==> config.mk <==
export PLATFORM = sky130hd
export DESIGN_NAME = cc20sc_front
export DESIGN_NICKNAME = d
export VERILOG_FILES = /design/src/sv/cc20sc_pkg.sv /design/src/sv/cc20sc_front.sv
export SDC_FILE = /design/constraint.sdc
export NUM_CORES = 1
export LEC_CHECK = 0
export BUFFER_PORTS_ARGS = -buffer_cell sky130_fd_sc_hd__buf_2
export CAP_MARGIN = 10
export CELL_PAD_IN_SITES_DETAIL_PLACEMENT = 1
export CELL_PAD_IN_SITES_GLOBAL_PLACEMENT = 1
export CORE_AREA = 2 2 90 92
export CTS_CLUSTER_SIZE = 14
export DETAILED_ROUTE_END_ITERATION = 8
export DIE_AREA = 0 0 92 94
export MAX_ROUTING_LAYER = met4
export PLACE_DENSITY_LB_ADDON = 0.1
export SYNTH_ARGS = -nofsm -noshare
export SYNTH_HDL_FRONTEND = slang
export SYNTH_SLANG_ARGS = --single-unit
export TNS_END_PERCENT = 1
==> constraint.sdc <==
create_clock -name clock -period 6.5 [get_ports clock]
set_clock_uncertainty 0.05 [all_clocks]
set_input_delay 0.65 -clock clock [delete_from_list [all_inputs] [get_ports clock]]
set_output_delay 0.65 -clock clock [all_outputs]
set_load 0.03 [all_outputs]
==> src/sv/cc20sc_pkg.sv <==
`default_nettype none

package cc20sc_pkg;

   // block geometry
   localparam int WORDS       = 16;
   localparam int WORD_W      = 32;
   localparam int POS_W       = 6;
   localparam int DOUBLE_RNDS = 10;
   // two quarter-round halves per round, column and diagonal round per double round
   localparam int ROUND_STEPS = 4 * DOUBLE_RNDS;
   localparam int STEP_W      = $clog2(ROUND_STEPS);

   localparam logic [WORD_W-1:0] SIGMA0 = 32'h6170_7865;
   localparam logic [WORD_W-1:0] SIGMA1 = 32'h3320_646e;
   localparam logic [WORD_W-1:0] SIGMA2 = 32'h7962_2d32;
   localparam logic [WORD_W-1:0] SIGMA3 = 32'h6b20_6574;

   localparam int QUEUE_DEPTH_DEFAULT = 4;

   // register map
   localparam int CSR_INDEX_W = 3;
   localparam int CSR_DATA_W  = 64;
   localparam logic [CSR_INDEX_W-1:0] CSR_KEY_PART0       = 3'd0;
   localparam logic [CSR_INDEX_W-1:0] CSR_KEY_PART1       = 3'd1;
   localparam logic [CSR_INDEX_W-1:0] CSR_KEY_PART2       = 3'd2;
   localparam logic [CSR_INDEX_W-1:0] CSR_KEY_PART3       = 3'd3;
   localparam logic [CSR_INDEX_W-1:0] CSR_NONCE_LOW       = 3'd4;
   localparam logic [CSR_INDEX_W-1:0] CSR_NONCE_HIGH      = 3'd5;
   localparam logic [CSR_INDEX_W-1:0] CSR_INITIAL_COUNTER = 3'd6;

   typedef logic [WORDS-1:0][WORD_W-1:0] block_type;

   typedef struct packed {
      logic [7:0][WORD_W-1:0] key;
      logic [2:0][WORD_W-1:0] nonce;
   } cipher_cfg_type;

   // one byte on its way from front to back
   typedef struct packed {
      logic [7:0]        data;
      logic [POS_W-1:0]  pos;
      logic              new_block;
      logic [WORD_W-1:0] counter;
   } queue_item_type;

   typedef struct packed {
      logic              start;
      logic              abort;
      logic [WORD_W-1:0] counter;
   } engine_cmd_type;

   typedef struct packed {
      logic              busy;
      logic [WORD_W-1:0] tag;
   } engine_status_type;

   typedef struct packed {
      logic              valid;
      logic [WORD_W-1:0] tag;
      block_type         words;
   } engine_result_type;

   typedef enum logic [1:0] {
      ENG_IDLE,
      ENG_ROUND,
      ENG_FINAL
   } engine_state_type;

   function automatic logic [WORD_W-1:0] rotl(input logic [WORD_W-1:0] v, input int n);
      rotl = (v << n) | (v >> (WORD_W - n));
   endfunction

endpackage

`default_nettype wire

==> src/sv/cc20sc_front.sv <==
`default_nettype none

module cc20sc_front (
   input  wire logic                           clock,
   input  wire logic                           reset,
   input  wire logic                           req_valid,
   input  wire logic [7:0]                     req_data_byte,
   input  wire logic                           req_message_start,
   input  wire logic [cc20sc_pkg::WORD_W-1:0]  initial_counter,
   input  wire logic                           full,
   output logic                                push,
   output cc20sc_pkg::queue_item_type          item
);
   import cc20sc_pkg::*;

   logic [POS_W-1:0]  pos_ff, pos_in;
   logic [WORD_W-1:0] ctr_ff, ctr_in;
   logic [POS_W-1:0]  beat_pos;
   logic [WORD_W-1:0] beat_ctr;
   logic              beat_new;

   // classify the beat: its place in the block and the block it needs
   always_comb begin
      beat_pos = req_message_start ? '0 : pos_ff;
      beat_ctr = req_message_start ? initial_counter : ctr_ff;
      beat_new = (beat_pos == '0);
      push     = req_valid && !full;

      item.data      = req_data_byte;
      item.pos       = beat_pos;
      item.new_block = beat_new;
      item.counter   = beat_ctr;

      pos_in = pos_ff;
      ctr_in = ctr_ff;
      if (push) begin
         pos_in = beat_pos + POS_W'(1);
         ctr_in = beat_new ? beat_ctr + WORD_W'(1) : beat_ctr;
      end
   end

   // advance position and counter
   always_ff @(posedge clock) begin
      if (reset) begin
         pos_ff <= '0;
         ctr_ff <= '0;
      end else begin
         pos_ff <= pos_in;
         ctr_ff <= ctr_in;
      end
   end

endmodule

`default_nettype wire

# After elaboration in Yosys (flattened, before gate mapping)
# Cells that the tools add are included.
[op_classes]
n_reduce_logical = 3
add_sub_neg = 2
muxes = 3
[ops]
columns = ["operator", "n"]
rows = [
  ["$mux 32", 2],
  ["$add 32x1->32 const B", 1],
  ["$add 6x1->6 const B", 1],
  ["$logic_not 6->1", 1],
  ["$mux 6", 1],
  ["$logic_and 1x1->1", 1],
  ["$logic_not 1->1", 1],
]
[totals]
out_inout_bits = 48
word_cells = 10
input_bits = 45
regBits = 38

# Longest topological paths before layout
[depth]
depth_word = 3
ltp_mapped = 13
depth_no_buf = 8

# Worst setup path before layout
# No wires, ideal clock.
[synth_timing]
path_type = "input -> register"
start = "input port req_message_start"
end = "register ctr_ff[28]"
slack_ns = 2.974
path_stages = 12
arrival_ns = 3.354
path_buffers = 4
setup_ns = 0.122
required_ns = 6.328
cell_sequence = "buf_2 > clkbuf_1 > buf_2 > clkbuf_1 > nor2b_1 > inv_1 > ha_1 > nand2_1 > a221oi_4 > nand4_4 > o311a_1 > a311o_1"
[synth_lines]
columns = ["item", "line", "source"]
rows = [
  ["start: declaration", "cc20sc_front.sv:8", "input wire logic req_message_start,"],
  ["end signal: assignment", "cc20sc_front.sv:49", "ctr_ff <= ctr_in;"],
  ["end: declaration", "cc20sc_front.sv:17", "logic [WORD_W-1:0] ctr_ff, ctr_in;"],
]

# Worst setup path after layout
[layout_timing]
start = "input port req_message_start"
end = "register ctr_ff[29]"
[layout_via]
elab_chain_cells = 3
elab_cells_between_ends = 5
classes_between = "1 x add/sub; 3 x mux; 1 x reduce/logical"
[layout_lines]
columns = ["item", "line", "source"]
rows = [
  ["$mux 32 / $mux 6 (equally long branches)", "cc20sc_front.sv:25, cc20sc_front.sv:24", ""],
  ["$add 32x1->32 / $logic_not 6->1 (equally long branches)", "cc20sc_front.sv:38, cc20sc_front.sv:26", ""],
  ["$mux 32 *", "cc20sc_front.sv:38", "ctr_in = beat_new ? beat_ctr + WORD_W'(1) : beat_ctr;"],
]
# Every way passes the cells marked *; elsewhere a longest branch is shown, timed or not.
# A chain may end at the register's enable or synchronous reset.

==> key figures <==
Clocking
  – CTS tree: yes
  – Post_cts resized: 0
  – # Post-CTS Setup Buffers: 0
  – CTS sink count: 38
  – Htree depth: 2
  – CTS Buffer Depth: 2
  – Total CTS buffers: 5
  – Root Buffer: clkbuf_8
  – Clk slew on worst S/H paths: about 80 ps
  – Skew-Pair Late Insertion Delay: 300 ps
  – Cts hold-fix bufs: 0

Pwr
  – Power per Cell Area: 185.9 mW/mm^2
  – Maximum VDD drop: 0.07820 mV
  – Lkg Pwr: 1.435 nW

Global routing
  – GRT overflow: 0
  – Initial antenna violation count: 0
  – Grt met2 use: 0.3934
  – GRT busiest layer: met2
  – GR Layer Usage met1: 0.2844
  – Vias in the first global route: between 3000 and 4000
  – Grt met3 use: 0.03210
  – Total Routing Usage GR: 0.2270
  – Global-route wire length before repair: 15530 microns
  – Largest net degree at the start of global routing: 59

Setup path
  – Worst-path fanout max: 58
  – Slowest CP cell: buf_2
  – Critical Path RT: 6660 ps
  – CP Class: input port to flop
  – Critical Path Start Type: input port
  – Worst path arrival time: around 3900 ps
  – CP most frequent cell: inv_1
  – CP cell instances: buf_2 -> inv_1 -> nand2_1 -> ha_1 -> inv_1 -> a221oi_4 -> nand4_2 -> or4_1 -> o311ai_1
  – Max incr delay on CP: 760 ps
  – Kind of end point of the critical path: flop

Timing
  – Hold Vio Cnt, Final: 0
  – Setup TNS: 0 ps
  – Final period util: 0.5728
  – Setup ws final: 2777 ps
  – Minimum clock period: between 3000 and 4000 ps
  – Final setup vio count: 0
  – Slew at the pin closest to its max-slew limit: between 1000 and 1500 ps
  – Slew margin rel.: 0.3071
  – Slew Limit Fails: 0
  – Max Clk Rate: 0.2686 GHz
  – RSZ-0062 raised after global routing: no

Floorplanning
  – IO Pins: 93
  – Initial Util: 0.3933
  – Core area: 0.007607 sq mm
  – Die X: around 92 microns
  – Site Rows: 32
  – Die Span Y: 94 microns
  – Die Area: 0.008648 sq mm

Routing
  – Post-route ant nets: 0
  – DRC Markers: 0
  – Vias per Instance: approximately 5.9
  – Vias: 3167
  – Pre-Repair DR Iteration Count: 4
  – Drt wl/cell: approximately 17 microns
  – Iter 0 DRT Violations: 85
  – Final WL: 9347 microns

Yosys
  – Count of cell types in the netlist: 50
  – Top cell type's share of synthesized area: 0.2543
  – Mapped Avg Cell Area: 7.831 sq um
  – Ys flop type: dfxtp_1
  – Async SR Flop Fraction: 0
  – #FFs+latches synth: 38
  – Syn. warnings: 0
  – Synth area leaders: dfxtp_1 (25%), nand3_1 (11%), mux2_2 (9.8%), nand2_1 (4.4%), o211ai_1 (3.5%)
  – Register area share after synthesis: 0.2543
  – Synthesized area: between 0.002 and 0.003 sq mm
  – Area leader, netlist: dfxtp_1
  – Most common cell in the synthesized netlist: nand3_1
  – Synth top cells by count: nand3_1 (64), dfxtp_1 (38), nand2_1 (35), mux2_2 (26), clkbuf_1 (17)
  – Synth Instances: 382
  – Synth Net Count: 430
  – Number of synthesized flops with an enable pin: 0

Flow run
  – Max cap viols: 0

Finish
  – P&R area growth vs syn: 16.81%
  – Final core utilization: 0.4594
  – # nets final: 483
  – Layout cell share with drive strength beyond 1: 0.2775
  – # fillers: slightly below 1000
  – Ant diodes: 0

Placement
  – Port buffer count: 76
  – Post-DP HPWL: 6803 microns
  – Dpl ws: 2480 ps
  – Routability cong.: 0.7950

Status
  – Status: finished, final reports clean

Hold path
  – Hold Path Class: flop to flop
==> logic make-up (layout without fill, tap and decap cells) <==
logic type                 after synthesis  count (layout)  synth area share
DFF                                     38              38            0.2543
and+or+nand+nor                        179             179            0.3321
xor gates and xnor gates                 9               9           0.02635
muxes                                   33              33            0.1213
AOI/OAI and AO/OA                       72              72            0.1777
buffers and inverters                   48             102           0.07570
adders and majority gates                3               3           0.01255
==> worst max-delay path: cells and delay by family <==
kind | cells | cell delay, ps
adders and majority gates | 1 | 180
buffers and inverters | 3 | 1240
and+or+nand+nor | 3 | 1350
AOI/OAI and AO/OA | 2 | 450
==> path summary, 6_finish.rpt <==
check,startpoint,to,slack (ps),cells after the start
worst min-delay path,ctr_ff[0],ctr_ff[0],420,2
worst max register to register,pos_ff[2],ctr_ff[29],3640,5
worst max-delay path,req_message_start,ctr_ff[29],2780,9
worst min register to register,ctr_ff[0],ctr_ff[0],420,2
==> area by class of cell <==
type | count | area (sq um) | area share
Clock buffer | 6 | 82.58 | 0.02363
Tap cell | 102 | 127.6 | 0.03652
Inverter | 15 | 56.30 | 0.01611
Sequential cell | 38 | 760.7 | 0.2177
Clock inverter | 2 | 60.06 | 0.01719
Multi-Input combinational cell | 296 | 2004 | 0.5736
Timing Repair Buffer | 79 | 402.9 | 0.1153
==> metal layers <==
metal	up-vias	routed length [microns]
li1	1528	-
met1	1568	4341
met2	65	4584
met3	6	365
met4	0	56
met5	-	0
==> cell usage in the layout, fill, tap and decap left out, types with 4 or more instances in the layout <==
cell type	synthesis	layout
mux2i_1	7	7
buf_2	4	76
a21oi_1	9	9
and2_1	4	4
dfxtp_1	38	38
o211ai_1	14	14
xnor2_1	6	6
o311ai_1	5	5
a22oi_1	6	6
nand3_1	64	64
nand4_1	14	14
nand3b_1	12	12
mux2_2	26	26
nor2_1	15	15
clkbuf_8	0	6
nand2_1	35	35
o21ai_0	16	16
nor2b_1	5	5
or4_1	14	14
inv_1	15	15
==> flip-flops by register name, indices dropped and copies added, names as in the netlist <==
name and cells:
ctr_ff 32, pos_ff 6
==> report_power, final <==
group	leakage, nW	switching (mW)	internal [mW]	total [mW]
registers	0.309	0.00759	0.241	0.249
clock network	0.0714	0.0934	0.164	0.257
logic	1.05	0.0946	0.0489	0.144
total	1.44	0.196	0.454	0.650
==> stage by stage <==
step	hold slack [ps]	instance area [sq um]	std cells	total power, mW
floorplan	392.4	2992	382	0.3609
global placement	411.5	3352	530	0.3959
detailed placement	416.4	3352	530	0.3983
CTS	429.3	3495	538	0.6560
global route	466.8	3495	538	0.6782
finish	421.1	3495	538	0.6495
(Power assumes the default switching activity.)
