### src/sv/cc20sc_pkg.sv
`default_nettype none

package cc20sc_pkg;

   // block geometry
   localparam int WORDS       = 16;
   localparam int WORD_W      = 32;
   localparam int POS_W       = 6;
   localparam int DOUBLE_RNDS = 10;
   // two quarter-round halves per round, column and diagonal round per double round
   localparam int ROUND_STEPS = 4 * DOUBLE_RNDS;
   localparam int STEP_W      = $clog2(ROUND_STEPS);

   localparam logic [WORD_W-1:0] SIGMA0 = 32'h6170_7865;
   localparam logic [WORD_W-1:0] SIGMA1 = 32'h3320_646e;
   localparam logic [WORD_W-1:0] SIGMA2 = 32'h7962_2d32;
   localparam logic [WORD_W-1:0] SIGMA3 = 32'h6b20_6574;

   localparam int QUEUE_DEPTH_DEFAULT = 4;

   // register map
   localparam int CSR_INDEX_W = 3;
   localparam int CSR_DATA_W  = 64;
   localparam logic [CSR_INDEX_W-1:0] CSR_KEY_PART0       = 3'd0;
   localparam logic [CSR_INDEX_W-1:0] CSR_KEY_PART1       = 3'd1;
   localparam logic [CSR_INDEX_W-1:0] CSR_KEY_PART2       = 3'd2;
   localparam logic [CSR_INDEX_W-1:0] CSR_KEY_PART3       = 3'd3;
   localparam logic [CSR_INDEX_W-1:0] CSR_NONCE_LOW       = 3'd4;
   localparam logic [CSR_INDEX_W-1:0] CSR_NONCE_HIGH      = 3'd5;
   localparam logic [CSR_INDEX_W-1:0] CSR_INITIAL_COUNTER = 3'd6;

   typedef logic [WORDS-1:0][WORD_W-1:0] block_type;

   typedef struct packed {
      logic [7:0][WORD_W-1:0] key;
      logic [2:0][WORD_W-1:0] nonce;
   } cipher_cfg_type;

   // one byte on its way from front to back
   typedef struct packed {
      logic [7:0]        data;
      logic [POS_W-1:0]  pos;
      logic              new_block;
      logic [WORD_W-1:0] counter;
   } queue_item_type;

   typedef struct packed {
      logic              start;
      logic              abort;
      logic [WORD_W-1:0] counter;
   } engine_cmd_type;

   typedef struct packed {
      logic              busy;
      logic [WORD_W-1:0] tag;
   } engine_status_type;

   typedef struct packed {
      logic              valid;
      logic [WORD_W-1:0] tag;
      block_type         words;
   } engine_result_type;

   typedef enum logic [1:0] {
      ENG_IDLE,
      ENG_ROUND,
      ENG_FINAL
   } engine_state_type;

   function automatic logic [WORD_W-1:0] rotl(input logic [WORD_W-1:0] v, input int n);
      rotl = (v << n) | (v >> (WORD_W - n));
   endfunction

endpackage

`default_nettype wire

### src/sv/cc20sc_queue.sv
`default_nettype none

module cc20sc_queue #(
   parameter int DEPTH = cc20sc_pkg::QUEUE_DEPTH_DEFAULT
) (
   input  wire logic                      clock,
   input  wire logic                      reset,
   input  wire logic                      push,
   input  wire cc20sc_pkg::queue_item_type push_item,
   input  wire logic                      pop,
   output logic                           full,
   output logic                           head_valid,
   output cc20sc_pkg::queue_item_type     head_item
);
   import cc20sc_pkg::*;

   localparam int PTR_W = (DEPTH > 1) ? $clog2(DEPTH) : 1;
   localparam int CNT_W = $clog2(DEPTH + 1);

   queue_item_type     slot_ff [DEPTH];
   logic [PTR_W-1:0]   wr_ptr_ff, wr_ptr_in;
   logic [PTR_W-1:0]   rd_ptr_ff, rd_ptr_in;
   logic [CNT_W-1:0]   count_ff, count_in;

   function automatic logic [PTR_W-1:0] ptr_next(input logic [PTR_W-1:0] p);
      ptr_next = (p == PTR_W'(DEPTH - 1)) ? '0 : p + PTR_W'(1);
   endfunction

   always_comb begin
      full       = (count_ff == CNT_W'(DEPTH));
      head_valid = (count_ff != '0);
      head_item  = slot_ff[rd_ptr_ff];
      wr_ptr_in  = push ? ptr_next(wr_ptr_ff) : wr_ptr_ff;
      rd_ptr_in  = pop  ? ptr_next(rd_ptr_ff) : rd_ptr_ff;
      count_in   = count_ff;
      if (push && !pop) begin
         count_in = count_ff + CNT_W'(1);
      end else if (pop && !push) begin
         count_in = count_ff - CNT_W'(1);
      end
   end

   // hold the beats
   always_ff @(posedge clock) begin
      if (push) begin
         slot_ff[wr_ptr_ff] <= push_item;
      end
   end

   always_ff @(posedge clock) begin
      if (reset) begin
         wr_ptr_ff <= '0;
         rd_ptr_ff <= '0;
         count_ff  <= '0;
      end else begin
         wr_ptr_ff <= wr_ptr_in;
         rd_ptr_ff <= rd_ptr_in;
         count_ff  <= count_in;
      end
   end

   a_no_overfill: assert property (@(posedge clock) disable iff (reset)
      count_ff <= CNT_W'(DEPTH))
      else $error("queue holds more beats than its depth");

   a_pop_nonempty: assert property (@(posedge clock) disable iff (reset)
      pop |-> head_valid)
      else $error("queue popped while empty");

   a_push_room: assert property (@(posedge clock) disable iff (reset)
      push |-> !full || pop)
      else $error("queue pushed while full");

endmodule

`default_nettype wire

### config.mk
export PLATFORM = sky130hd
export DESIGN_NAME = cc20sc_queue
export DESIGN_NICKNAME = d
export VERILOG_FILES = /design/src/sv/cc20sc_pkg.sv /design/src/sv/cc20sc_queue.sv
export SDC_FILE = /design/constraint.sdc
export NUM_CORES = 1
export LEC_CHECK = 0
export BUFFER_PORTS_ARGS = -buffer_cell sky130_fd_sc_hd__buf_2
export CAP_MARGIN = 20
export CORE_AREA = 5 5 150 152
export DETAILED_ROUTE_END_ITERATION = 16
export DIE_AREA = 0 0 155 157
export PLACE_DENSITY = 0.54
export SYNTH_ARGS = -nofsm -noshare
export SYNTH_HDL_FRONTEND = slang
export SYNTH_SLANG_ARGS = --single-unit
### constraint.sdc
create_clock -name clock -period 1.9 [get_ports clock]
set_input_delay 0.38 -clock clock [delete_from_list [all_inputs] [get_ports clock]]
set_output_delay 0.38 -clock clock [all_outputs]
set_load 0.005 [all_outputs]
# Word level (Yosys, flattened, before mapping)
# Memory sizes are Yosys's and may differ from the RTL's. A register that Yosys moved wholly into a read port is not among the register bits.
# Cells that the tools add are included.
# classes
n_addsub	4
mul	0
div_mod_pow	0
n_lt_le_gt_ge	0
n_eq_ne	3
shifts	0
n_mux	8
n_bitwise	0
reduce_logical	6
# ops
cell	count
two-way mux 2 bit	4
two-way mux 3 bit	2
adder 2 x 1 -> 2 bit, second input constant	2
== test 2 bit, second input constant	2
adder 3 x 1 -> 3 bit, second input constant	1
== test 3 bit, second input constant	1
nonzero test 3 bit	1
subtractor 3 x 1 -> 3 bit, second input constant	1
logical AND 1 bit	2
zero test 1 bit	2
two-way mux 1 bit	2
nonzero test 2 bit	1
# totals
ff_bits	7
latch_bits	0
ramBits	188
mem_bits_ro	0
inputBits	51
output_inout_bits	49
word_cells	25
memories	1
# mem_list
memory	words	word_bits	rd	rd_clocked_by_memory_dff	wr	line	source
slot_ff	4	47	1	1	1	cc20sc_queue.sv:20	queue_item_type slot_ff [DEPTH];

# Depth between registers and ports, before layout
# logic_depth
word_depth	4
mapped_depth	7
depth_no_buf	7

# Worst setup path before layout
# No wires, ideal clock.
# synth_timing
path_type	flip-flop to flip-flop
start	reg wr_ptr_ff[0]
end	mem slot_ff[3][0] in the netlist's numbering, enable pin
arrival_time_ns	1.675
path_slack_ns	-0.184
stages_incl_launch_ff	3
synth_period_minus_slack_ns	2.084
path_cell_list	dfxtp_1 ha_1 and2_1
# synth_lines
item	line	source
start, declared	cc20sc_queue.sv:21	logic [PTR_W-1:0] wr_ptr_ff, wr_ptr_in;
start signal, assigned	cc20sc_queue.sv:56	wr_ptr_ff <= wr_ptr_in;
end, declared	cc20sc_queue.sv:20	
# Straight into the memory's write port.

==> out/qor_table.md <==
| Item | Reported |
|:---|:---|
| Routed wirelength normalized by instance count | 19.8 µm |
| Clock sink total | 197 |
| Die Area | 0.0243 mm² |
| Area overhead of the layout relative to synthesis | 24.3% |
| Switching power share of the total | 21.1% |
| Placement Rows | 53 |
| Synth area leader | edfxtp_1 |
| Core Area | 0.0209 mm² |
| Number of cells produced by synthesis | 289 |
| Final worst clock skew | 0.0124 ns |
| Number of vias per cell | 4.63 |
| DP Wirelength | 8.34 mm |
| TritonCTS clock tree | yes |
| Max rail drop VDD | 0.557 mV |
| Crit path capture type | primary output |
| Yosys Warn Count | 0 |
| Maximum number of pins on one net before global-route repair | 38 |
| Combinational cell fraction of total power | 10.0% |
| Share of final-layout standard cells stronger than drive strength 1 | 47.2% |
| Die height | 157 µm |
| Reg2reg end | count_ff[2] |
| Proportion of synthesized flip-flops having asynchronous set or reset | 0% |
| Total count of hold-check failures in the final report | 0 |
| Run status | finished with violations |
| Synth Net Count | 347 |
| Worst endpoint data arrival time | 1.75 ns |
| Total power draw | 9.20 mW |
| Initial antenna violation count | 2 |
| CTS Buf Count | 17 |
| Type of the worst setup path | reg2out |
| Clk pin slew, worst setup/hold paths | 0.07 ns |
| Final wirelength | 14.0 mm |
| Shortest period the worst path allows | 2.13 ns |
| Power per cell area | 1020 mW/mm² |
| Net total in the final layout | 480 |
| Count of input and output buffers | 99 |
| Path type of the worst min-delay path | in2reg |
| First-iteration detailed-routing DRC count | 171 |
| Violated checks | setup timing |
| Number of distinct library cells after synthesis | 19 |
| Post-synth top area share | 77.9% |
| Most frequent cells after synthesis | edfxtp_1, mux4_2, dfxtp_1 |
| Gr ovfl total | 0 |
| Smallest setup slack after layout | -0.232 ns |
| Part of the Yosys area used for sequential elements | 80.4% |
| Remaining antenna violation count | 0 |
| Final instance area | 0.00901 mm² |
| Setup repair after global routing missed its margin | yes |
| Transition at the pin with the smallest max-transition slack | 0.315 ns |
| Setup TNS Final | -9.08 ns |
| Cell area after technology mapping | 0.00725 mm² |
| Crit path max-delay family | multiplexers |
| CTS hold repair buffers | 0 |
| Iteration count of the initial detailed-routing pass | 5 |
| Aggregate global-route resource usage | 12.0% |
| Clock latency of the later-clocked register in the worst-skew pair | 0.41 ns |
| Total of fill cells in the finished design | 1848 |
| Reg2reg start | count_ff[0] |
| Critical path depth in cells | 4 |
| Share of the core filled with cells | 43.1% |
| Initial standard-cell utilization of the core | 34.7% |
| Number of flops mapped to enable cells by yosys | 188 |
| Number of register bits inferred by synthesis | 197 |
| Sw Pwr | 1.94 mW |
| Critical Path, Cell by Cell | buf_12 -> buf_16 -> mux4_2 -> buf_2 |
| Startpoint type of the worst setup path | flip-flop |
| Fin. max-slew vios | 0 |
| WP buf/inv | 3 |
| Antenna cells | 0 |
| Worst Setup EP | head_item[37] |
| Post-placement cell area | 0.00819 mm² |
| Timing-limited maximum frequency | 0.469 GHz |
| Most common cell in the synthesized netlist | edfxtp_1 |
| CTS Root Cell | clkbuf_16 |
| Sequential share of power | 54.6% |
| Max-cap viol count | 0 |
| Total number of vias | 3285 |
| Worst slack at placement | 0.0547 ns |
| R2R depth | 4 |
| Peak fanout along the critical path | 5 |
| Fraction of the cycle the final worst path needs | 112% |
| Weighted congestion at the end of routability-driven global placement | 0.707 |
| Max clock buf depth | 2 |
| Leakage | 3.08 nW |
| Number of H-tree levels | 4 |
| I/O Pins | 100 |
| DRC violations left | 0 |
| Max stage delay cell, worst path | mux4_2 |
| Final Setup Violations | 47 |
| Internal power of the cells | 7.26 mW |
| Post-synthesis area per instance | 25.1 µm² |
| Tightest slew margin relative to the limit | 79.0% |
| Global-route wire length before repair | 21.6 mm |
| Slowest Stage Delay on Critical Path | 0.51 ns |
| Critical Path RT | 1.52 ns |
| Clock Power Share | 35.4% |
| Most frequently used flop master after synthesis | edfxtp_1 |
| Area contributors post-synth | edfxtp_1, mux4_2, dfxtp_1 |
| Die boundary width | 155 µm |
| Register-to-Register Setup Slack | 0.44 ns |
| Via count of the first global-routing pass | 3712 |
==> power by group through the flow <==
stage / clock network, mW / logic (mW) / registers, mW
2_1_floorplan: 0 / 0.447 / 5.10
3_3_place_gp: 0 / 0.811 / 5.11
3_5_place_dp: 0 / 0.825 / 5.13
4_1_cts: 3.38 / 0.927 / 5.03
5_1_grt: 3.56 / 1.01 / 5.04
6_report: 3.26 / 0.919 / 5.02
==> layer usage <==
metal | GRT usage (%) | part of all wire, % | vias up | routed length (µm)
met5 | 0 | 0.15 | - | 21
met4 | 3.41 | 0.81 | 4 | 114
met3 | 3.49 | 4.2 | 10 | 583
met2 | 21.6 | 55 | 61 | 7730
met1 | 14.0 | 40 | 1726 | 5590
li1 | - | - | 1484 | -
==> metrics by stage <==
stage | hold slack (ns) | cells
after floorplan | 0.449 | 289
after global placement | 0.478 | 667
after detailed placement | 0.489 | 667
after CTS | 0.148 | 708
after global routing | 0.153 | 709
final | 0.176 | 709
==> sequential cells by signal (all words and copies together), names as in the netlist, named ones only <==
signal     flops
wr_ptr_ff      2
slot_ff      188
count_ff       3
rd_ptr_ff      2
==> worst min-delay path by stage <==
stage	endpoint	slack, ns	cells past startpoint	from
2_1_floorplan	count_ff[2]	0.45	1	reset
3_3_place_gp	count_ff[2]	0.48	2	count_ff[2]
3_5_place_dp	count_ff[2]	0.49	2	count_ff[2]
4_1_cts	slot_ff[0][42]	0.15	1	push_item[42]
5_1_grt	slot_ff[0][9]	0.15	1	push_item[9]
6_report	slot_ff[3][46]	0.18	1	push_item[46]
==> layout make-up <==
type	instances	area [µm²]	share of cell area (%)
Clock buffer	18	429	4.76
Clock inverter	13	105	1.17
Inverter	4	15.0	0.167
Multi-Input combinational cell	78	1310	14.5
Sequential cell	197	5830	64.7
Tap cell	275	344	3.82
Timing Repair Buffer	124	977	10.8
==> what timing repair did <==
action	in CTS	in global routing
cloned	4	1
endpoints found under the hold margin	0	0
buffers inserted	7	0
resized for setup	10	7
setup endpoints to repair	47	47
==> logic make-up after synthesis <==
family | Yosys count | share of synthesized area (%)
DFF | 197 | 80.4
muxes | 51 | 15.2
and+or+nand+nor | 15 | 1.09
buffers and inverters | 14 | 1.62
adders and majority gates | 7 | 1.31
AOI/OAI and AO/OA | 3 | 0.207
xor gates and xnor gates | 2 | 0.242
==> layout by cell type (no fill, tap or decap), types with 2 or more instances in the layout <==
| master | n |
|---|---|
| xor2_1 | 2 |
| nor3b_1 | 2 |
| buf_16 | 5 |
| and2_2 | 4 |
| clkbuf_16 | 18 |
| buf_12 | 10 |
| ha_1 | 6 |
| mux4_2 | 47 |
| dfxtp_1 | 7 |
| inv_6 | 4 |
| mux2i_1 | 4 |
| clkinv_1 | 2 |
| edfxtp_1 | 188 |
| or3_1 | 2 |
| buf_4 | 7 |
| buf_2 | 92 |
| inv_1 | 4 |
| a21oi_1 | 2 |
| nor2_1 | 7 |
| clkinv_2 | 5 |
| buf_6 | 9 |
Power figures use the tool's default switching activity.
