<file path="config.mk">
export PLATFORM = sky130hd
export DESIGN_NAME = cc20sc_back
export DESIGN_NICKNAME = d
export VERILOG_FILES = /design/src/sv/cc20sc_pkg.sv /design/src/sv/cc20sc_back.sv
export SDC_FILE = /design/constraint.sdc
export NUM_CORES = 1
export LEC_CHECK = 0
export BUFFER_PORTS_ARGS = -buffer_cell sky130_fd_sc_hd__buf_4
export CAP_MARGIN = 20
export CORE_MARGIN = 5
export CORE_UTILIZATION = 45
export CTS_CLUSTER_SIZE = 12
export DETAILED_ROUTE_END_ITERATION = 8
export HOLD_SLACK_MARGIN = 0.12
export PLACE_DENSITY = 0.73
export SYNTH_ARGS = -nofsm -noshare
export SYNTH_HDL_FRONTEND = slang
export SYNTH_SLANG_ARGS = --single-unit
export TNS_END_PERCENT = 30
</file>
<file path="constraint.sdc">
create_clock -name clock -period 50.9 [get_ports clock]
set_clock_uncertainty 0.1 [all_clocks]
set_input_delay 10.18 -clock clock [delete_from_list [all_inputs] [get_ports clock]]
set_output_delay 10.18 -clock clock [all_outputs]
set_load 0.01 [all_outputs]
</file>
<file path="src/sv/cc20sc_pkg.sv">
`default_nettype none

package cc20sc_pkg;

   // block geometry
   localparam int WORDS       = 16;
   localparam int WORD_W      = 32;
   localparam int POS_W       = 6;
   localparam int DOUBLE_RNDS = 10;
   // two quarter-round halves per round, column and diagonal round per double round
   localparam int ROUND_STEPS = 4 * DOUBLE_RNDS;
   localparam int STEP_W      = $clog2(ROUND_STEPS);

   localparam logic [WORD_W-1:0] SIGMA0 = 32'h6170_7865;
   localparam logic [WORD_W-1:0] SIGMA1 = 32'h3320_646e;
   localparam logic [WORD_W-1:0] SIGMA2 = 32'h7962_2d32;
   localparam logic [WORD_W-1:0] SIGMA3 = 32'h6b20_6574;

   localparam int QUEUE_DEPTH_DEFAULT = 4;

   // register map
   localparam int CSR_INDEX_W = 3;
   localparam int CSR_DATA_W  = 64;
   localparam logic [CSR_INDEX_W-1:0] CSR_KEY_PART0       = 3'd0;
   localparam logic [CSR_INDEX_W-1:0] CSR_KEY_PART1       = 3'd1;
   localparam logic [CSR_INDEX_W-1:0] CSR_KEY_PART2       = 3'd2;
   localparam logic [CSR_INDEX_W-1:0] CSR_KEY_PART3       = 3'd3;
   localparam logic [CSR_INDEX_W-1:0] CSR_NONCE_LOW       = 3'd4;
   localparam logic [CSR_INDEX_W-1:0] CSR_NONCE_HIGH      = 3'd5;
   localparam logic [CSR_INDEX_W-1:0] CSR_INITIAL_COUNTER = 3'd6;

   typedef logic [WORDS-1:0][WORD_W-1:0] block_type;

   typedef struct packed {
      logic [7:0][WORD_W-1:0] key;
      logic [2:0][WORD_W-1:0] nonce;
   } cipher_cfg_type;

   // one byte on its way from front to back
   typedef struct packed {
      logic [7:0]        data;
      logic [POS_W-1:0]  pos;
      logic              new_block;
      logic [WORD_W-1:0] counter;
   } queue_item_type;

   typedef struct packed {
      logic              start;
      logic              abort;
      logic [WORD_W-1:0] counter;
   } engine_cmd_type;

   typedef struct packed {
      logic              busy;
      logic [WORD_W-1:0] tag;
   } engine_status_type;

   typedef struct packed {
      logic              valid;
      logic [WORD_W-1:0] tag;
      block_type         words;
   } engine_result_type;

   typedef enum logic [1:0] {
      ENG_IDLE,
      ENG_ROUND,
      ENG_FINAL
   } engine_state_type;

   function automatic logic [WORD_W-1:0] rotl(input logic [WORD_W-1:0] v, input int n);
      rotl = (v << n) | (v >> (WORD_W - n));
   endfunction

endpackage

`default_nettype wire

</file>
<file path="src/sv/cc20sc_back.sv">
`default_nettype none

module cc20sc_back (
   input  wire logic                      clock,
   input  wire logic                      reset,
   input  wire logic                      cfg_write,
   input  wire logic                      head_valid,
   input  wire cc20sc_pkg::queue_item_type    head_item,
   output logic                           pop,
   output cc20sc_pkg::engine_cmd_type     eng_cmd,
   input  wire cc20sc_pkg::engine_status_type eng_status,
   input  wire cc20sc_pkg::engine_result_type eng_result,
   output logic                           rsp_valid,
   input  wire logic                      rsp_stall,
   output logic [7:0]                     rsp_out_byte
);
   import cc20sc_pkg::*;

   block_type         cur_words_ff, cur_words_in;
   block_type         next_words_ff, next_words_in;
   logic [WORD_W-1:0] next_tag_ff, next_tag_in;
   logic              next_valid_ff, next_valid_in;
   logic              rsp_valid_ff, rsp_valid_in;
   logic [7:0]        rsp_byte_ff, rsp_byte_in;

   logic              out_free;
   logic              hit;
   logic              swap;
   logic              miss_start;
   block_type         src_words;
   logic [WORD_W-1:0] src_word;

   always_comb begin
      out_free   = !rsp_valid_ff || !rsp_stall;
      hit        = next_valid_ff && (next_tag_ff == head_item.counter);
      pop        = head_valid && out_free && (!head_item.new_block || hit);
      swap       = pop && head_item.new_block;
      miss_start = head_valid && head_item.new_block && !hit
                   && !(eng_status.busy && eng_status.tag == head_item.counter);

      // prefetch the following block on a swap, fetch the wanted one on a miss
      eng_cmd.abort   = cfg_write;
      eng_cmd.start   = swap || miss_start;
      eng_cmd.counter = swap ? head_item.counter + WORD_W'(1) : head_item.counter;

      // pick the keystream byte
      src_words   = head_item.new_block ? next_words_ff : cur_words_ff;
      src_word    = src_words[head_item.pos[POS_W-1:2]];
      rsp_byte_in = rsp_byte_ff;
      if (pop) begin
         rsp_byte_in = head_item.data ^ src_word[{head_item.pos[1:0], 3'b000} +: 8];
      end
      rsp_valid_in = pop ? 1'b1 : (rsp_valid_ff && rsp_stall);

      cur_words_in = swap ? next_words_ff : cur_words_ff;

      // drop a stale prefetch, take a finished block
      next_words_in = next_words_ff;
      next_tag_in   = next_tag_ff;
      next_valid_in = next_valid_ff;
      if (cfg_write || eng_cmd.start) begin
         next_valid_in = 1'b0;
      end else if (eng_result.valid) begin
         next_valid_in = 1'b1;
         next_words_in = eng_result.words;
         next_tag_in   = eng_result.tag;
      end
   end

   assign rsp_valid    = rsp_valid_ff;
   assign rsp_out_byte = rsp_byte_ff;

   always_ff @(posedge clock) begin
      if (reset) begin
         next_valid_ff <= 1'b0;
         rsp_valid_ff  <= 1'b0;
      end else begin
         next_valid_ff <= next_valid_in;
         rsp_valid_ff  <= rsp_valid_in;
      end
   end

   always_ff @(posedge clock) begin
      cur_words_ff  <= cur_words_in;
      next_words_ff <= next_words_in;
      next_tag_ff   <= next_tag_in;
      rsp_byte_ff   <= rsp_byte_in;
   end

   a_new_block_ready: assert property (@(posedge clock) disable iff (reset)
      swap |-> hit)
      else $error("beat left with a block that is not ready");

   a_result_into_empty: assert property (@(posedge clock) disable iff (reset)
      eng_result.valid |-> !next_valid_ff)
      else $error("block result overwrote a held prefetch");

   a_cfg_drops_prefetch: assert property (@(posedge clock) disable iff (reset)
      cfg_write |=> !next_valid_ff)
      else $error("prefetched block survived a key change");

   a_no_pop_when_blocked: assert property (@(posedge clock) disable iff (reset)
      (rsp_valid_ff && rsp_stall) |-> !pop)
      else $error("beat taken while the result register is held");

endmodule

`default_nettype wire

</file>
# == After elaboration in Yosys (flattened, before gate mapping) ==
# Index checks and enable logic that the tools add are counted.
# totals
out_inout_bits,44
reg_bits,1066
inputBits,630
# classes
n_addsub,1
n_lt_le_gt_ge,1
n_mux,5
n_bitwise,2
reduce_logical,20
eq_ne,2
n_shift,1
# ops
cell,n
512-bit two-way mux,1
32-bit binary-select mux with 4-bit select,1
32-bit equality test,2
32-bit two-way mux,2
"32-bit by 1-bit adder with 32-bit output, second input constant",1
32-bit by 6-bit indexed part select with 8-bit output,1
1-bit logical AND,9
8-bit XOR,1
1-bit zero test,5
"4-bit by 5-bit less-than comparator with 1-bit output, second input constant",1
1-bit logical OR,4
2-bit AND reduction,1
2-bit OR reduction,1
1-bit two-way mux,1
1-bit inverter,1

# == Logic depth before layout (Yosys ltp) ==
# logic_depth
depth_word,9
depth_mapped,12

# == Worst setup path before layout ==
# Ideal clock, no wire load.
# synth_timing
kind,in2reg
startpoint,in head_item[26] (netlist name)
endpoint,reg next_tag_ff[0] (enable)
path_slack_ps,-2260
arrival_ps,50818
setup_time_ps,2241
stages,8
n_path_buf,1
path_cell_list,buf_2 -> xor2_1 -> nor4_1 -> nand4_1 -> or3_1 -> nor2_1 -> a211oi_1 -> nor3b_1
# synth_rtl
element,line,text
start: declaration,cc20sc_back.sv:8,"input wire cc20sc_pkg::queue_item_type head_item,"
end signal: assignment,cc20sc_back.sv:86,next_tag_ff <= next_tag_in;
end: declaration,cc20sc_back.sv:21,"logic [WORD_W-1:0] next_tag_ff, next_tag_in;"

==> impl_metrics.py <==
metrics = {
    "outcome": {
        "status": "completed",
    },
    "yosys": {
        "synth_top_cell_by_area": "edfxtp_1",
        "synth_seq_cells": 1066,
        "synth_edf_count": 1064,
        "async_reset_ff_share_pct": 0,
        "synthAdderAreaFrac_pct": 0.02952,
        "synth_mux_area_share_pct": 13.18,
        "synth.top_cell.area_share_pct": 75.38,
        "synth_top_family_by_area": "multiplexers",
        "seq_area_frac_synth_pct": 75.48,
        "synth_xor_area_share_pct": 2.066,
        "netlist_area_um2": 42390,
        "synth_fp_nets": 2864,
        "synth-simple-area-share_pct": 3.179,
        "ys.flop_type": "edfxtp_1",
        "synthCells": 2233,
        "synth-compound-area-share_pct": 4.407,
        "netlist_top_cells_area": "edfxtp_1 (75%), mux2i_1 (6.8%), mux4_2 (6.2%)",
        "yosys_warnings": 0,
        "synth_area_per_cell_um2": 18.98,
        "ys_types": 60,
    },
    "place": {
        "port_buffers": 673,
        "place.gp.congestion": 0.9125,
        "numPlacedInstances": 4073,
        "dp_hpwl_um": 89420,
    },
    "die": {
        "dieWidth_um": 316.9,
        "start_util_pct": 45.35,
        "row_count": 112,
        "die_area_um2": 100400,
        "ios": 674,
        "coreArea_um2": 93470,
        "die_h_um": 316.9,
    },
    "sta": {
        "slew-limit-headroom_pct": 12.61,
        "final.period_utilization_pct": 46.25,
        "period_minus_slack_ns": 23.54,
        "grt_setup_unrepaired": "false",
        "drv_slew": 0,
        "fmax_ghz": 0.04248,
        "max_slew.worst_pin.slew_ns": 1.311,
        "hold_viol_final": 0,
        "setup_viol": 0,
        "fin_tns_setup_ns": 0,
    },
    "grt": {
        "grt_use_met2_pct": 41.49,
        "grt_use_met1_pct": 31.41,
        "globalRouteMet3Util_pct": 5.689,
        "grt_remaining_overflow": 0,
        "grt_max_degree": 188,
        "grt_usage_pct": 24.30,
        "grt-busiest-layer": "met2",
        "antenna_found_initial": 22,
        "grt_pass1_vias": 25550,
        "grt_pass1_wl_um": 176800,
    },
    "cells_and_area": {
        "syn2layout_area_growth_pct": 22.41,
        "finalNonFillerCells": 4269,
        "final_common_cell": "edfxtp_1",
        "mostFrequentLayoutCells": "edfxtp_1 (1064), buf_4 (698), mux2i_1 (287)",
        "fillers": 7201,
        "nNetsFinal": 3560,
        "layout-drive-gt1-share_pct": 32.63,
    },
    "clock_tree": {
        "cts_sinks": 1066,
        "clockBufferDepth": 3,
        "clkTransAtPathRegs_ns": 0.06,
        "cts_hold_buf": 0,
        "cts_max_level": 3,
        "cts_tree": "yes",
        "cts_resized": 0,
        "root_buffer": "clkbuf_16",
        "cts-buffers-inserted": 108,
        "clk_latency_ns": 0.68,
        "post-cts-setup-buffer-count": 0,
    },
    "detailed_routing": {
        "dr.pass1.iters": 5,
        "drt_iter0_drc": 2779,
        "drc": 0,
        "wl_per_cell_um": 29.55,
        "drtAntennaViolNets": 0,
        "drt-total-wl_um": 126200,
        "via_count": 24630,
        "vias_per_cell": 5.769,
    },
    "worst_hold_path": {
        "hold_path.class": "flip-flop to flip-flop",
    },
    "pwr": {
        "p_sw_w": 0.0004102,
        "p_sw_share_pct": 21.72,
        "sequentialPowerShare_pct": 54.0,
        "clockPowerShare_pct": 38.4,
        "power-per-cell-area_nw_per_um2": 36.39,
        "vdd_drop_max_uv": 31.45,
        "leakage_nw": 18.47,
        "p_int_w": 0.001478,
        "p_comb_share_pct": 7.7,
    },
    "critical_path": {
        "crit_path_end_kind": "primary output",
        "path_max_fanout": 13,
        "start_kind": "primary input",
        "cp.required_ns": 40.62,
        "worstPathArrival_ns": 13.26,
        "crit_type": "primary input to primary output",
    },
    "run": {
        "cap_violations": 0,
    },
}
==> synth_stat cells (3+ instances only) <==
library cell,n
a211oi_1,13
a21oi_1,41
a221o_1,3
a221oi_1,34
a22o_1,5
a22oi_1,63
a311o_1,3
a31oi_1,3
a32o_1,4
and2_1,5
and3_1,9
and4_1,3
buf_1,9
buf_2,32
buf_4,29
buf_6,10
clkbuf_1,39
edfxtp_1,1064
inv_1,6
mux2_2,7
mux2i_1,287
mux4_2,117
nand2_1,80
nand2b_1,6
nand3_1,23
nand4_1,26
nor2_1,34
nor2b_1,10
nor3_1,19
nor3_2,3
nor4_1,20
o2111ai_1,7
o211ai_1,9
o21ai_0,28
o22ai_1,45
or2_2,5
or3_1,6
xnor2_1,40
xor2_1,60
==> path summary, 6_finish.rpt <==
path / start / depth (start not counted) / to / slack, ns
min reg2reg: next_words_ff[296] / 0 / cur_words_ff[296] / 0.32
max reg2reg: next_tag_ff[9] / 10 / next_words_ff[139] / 45.49
min: next_words_ff[296] / 0 / cur_words_ff[296] / 0.32
max: head_item[9] / 9 / eng_cmd[24] / 27.36
==> through the flow <==
step	instance area (um2)	total power, W	hold slack, ns	setup WS, ns	util (%)
after global routing	51850	0.001950	0.3261	27.24	55.48
final	51890	0.001888	0.3246	27.36	55.51
after detailed placement	48690	0.001181	0.3270	27.40	52.09
after floorplan	42390	0.001110	0.3180	11.69	-
after global placement	48650	0.001177	0.3211	27.39	52.05
after CTS	51830	0.001903	0.3247	27.40	55.45
==> power groups by stage <==
stage,Sequential [W],Clock (W),Combinational [W]
2_1_floorplan,0.00104,0,0.0000686
4_1_cts,0.00102,0.000739,0.000146
3_5_place_dp,0.00104,0,0.000145
5_1_grt,0.00102,0.000776,0.000153
6_report,0.00102,0.000725,0.000145
3_3_place_gp,0.00103,0,0.000144
==> critical path, cell delays in order <==
cell	delay (ns)
buf_4	0.16
xor2_1	0.14
nor4_1	0.60
nand4_1	0.28
nor4_4	0.50
nand4_2	0.49
or3_1	0.51
xnor2_1	0.22
buf_4	0.16
==> kinds of logic after synthesis <==
logic type | after synthesis
DFF | 1066
muxes | 411
AOI/OAI and AO/OA | 267
and+or+nand+nor | 260
buffers and inverters | 128
xor gates and xnor gates | 100
adders and majority gates | 1
==> layout make-up <==
cell class,count,area [um2],area share [%]
antenna,21,52.55,0.1013
clock inverter,35,279.0,0.5378
inverter,9,33.78,0.06511
timing repair buffer,705,5378,10.36
clock buffer,140,2865,5.522
tap,1254,1569,3.024
multi-input combinational,1039,9718,18.73
sequential,1066,31990,61.66
==> state kept, by name, summed over array words and instances, names as in the netlist <==
signal and flops:
rsp_valid 1, cur_words_ff 512, next_words_ff 512, rsp_out_byte 8, next_valid_ff 1, next_tag_ff 32
==> metal layers <==
layer / vias up / routed length [um]
met4: 16 / 3568
met3: 214 / 11230
met1: 12590 / 47240
met5: - / 92
met2: 1270 / 64020
li1: 10530 / -
Power figures use the tool's default switching activity.
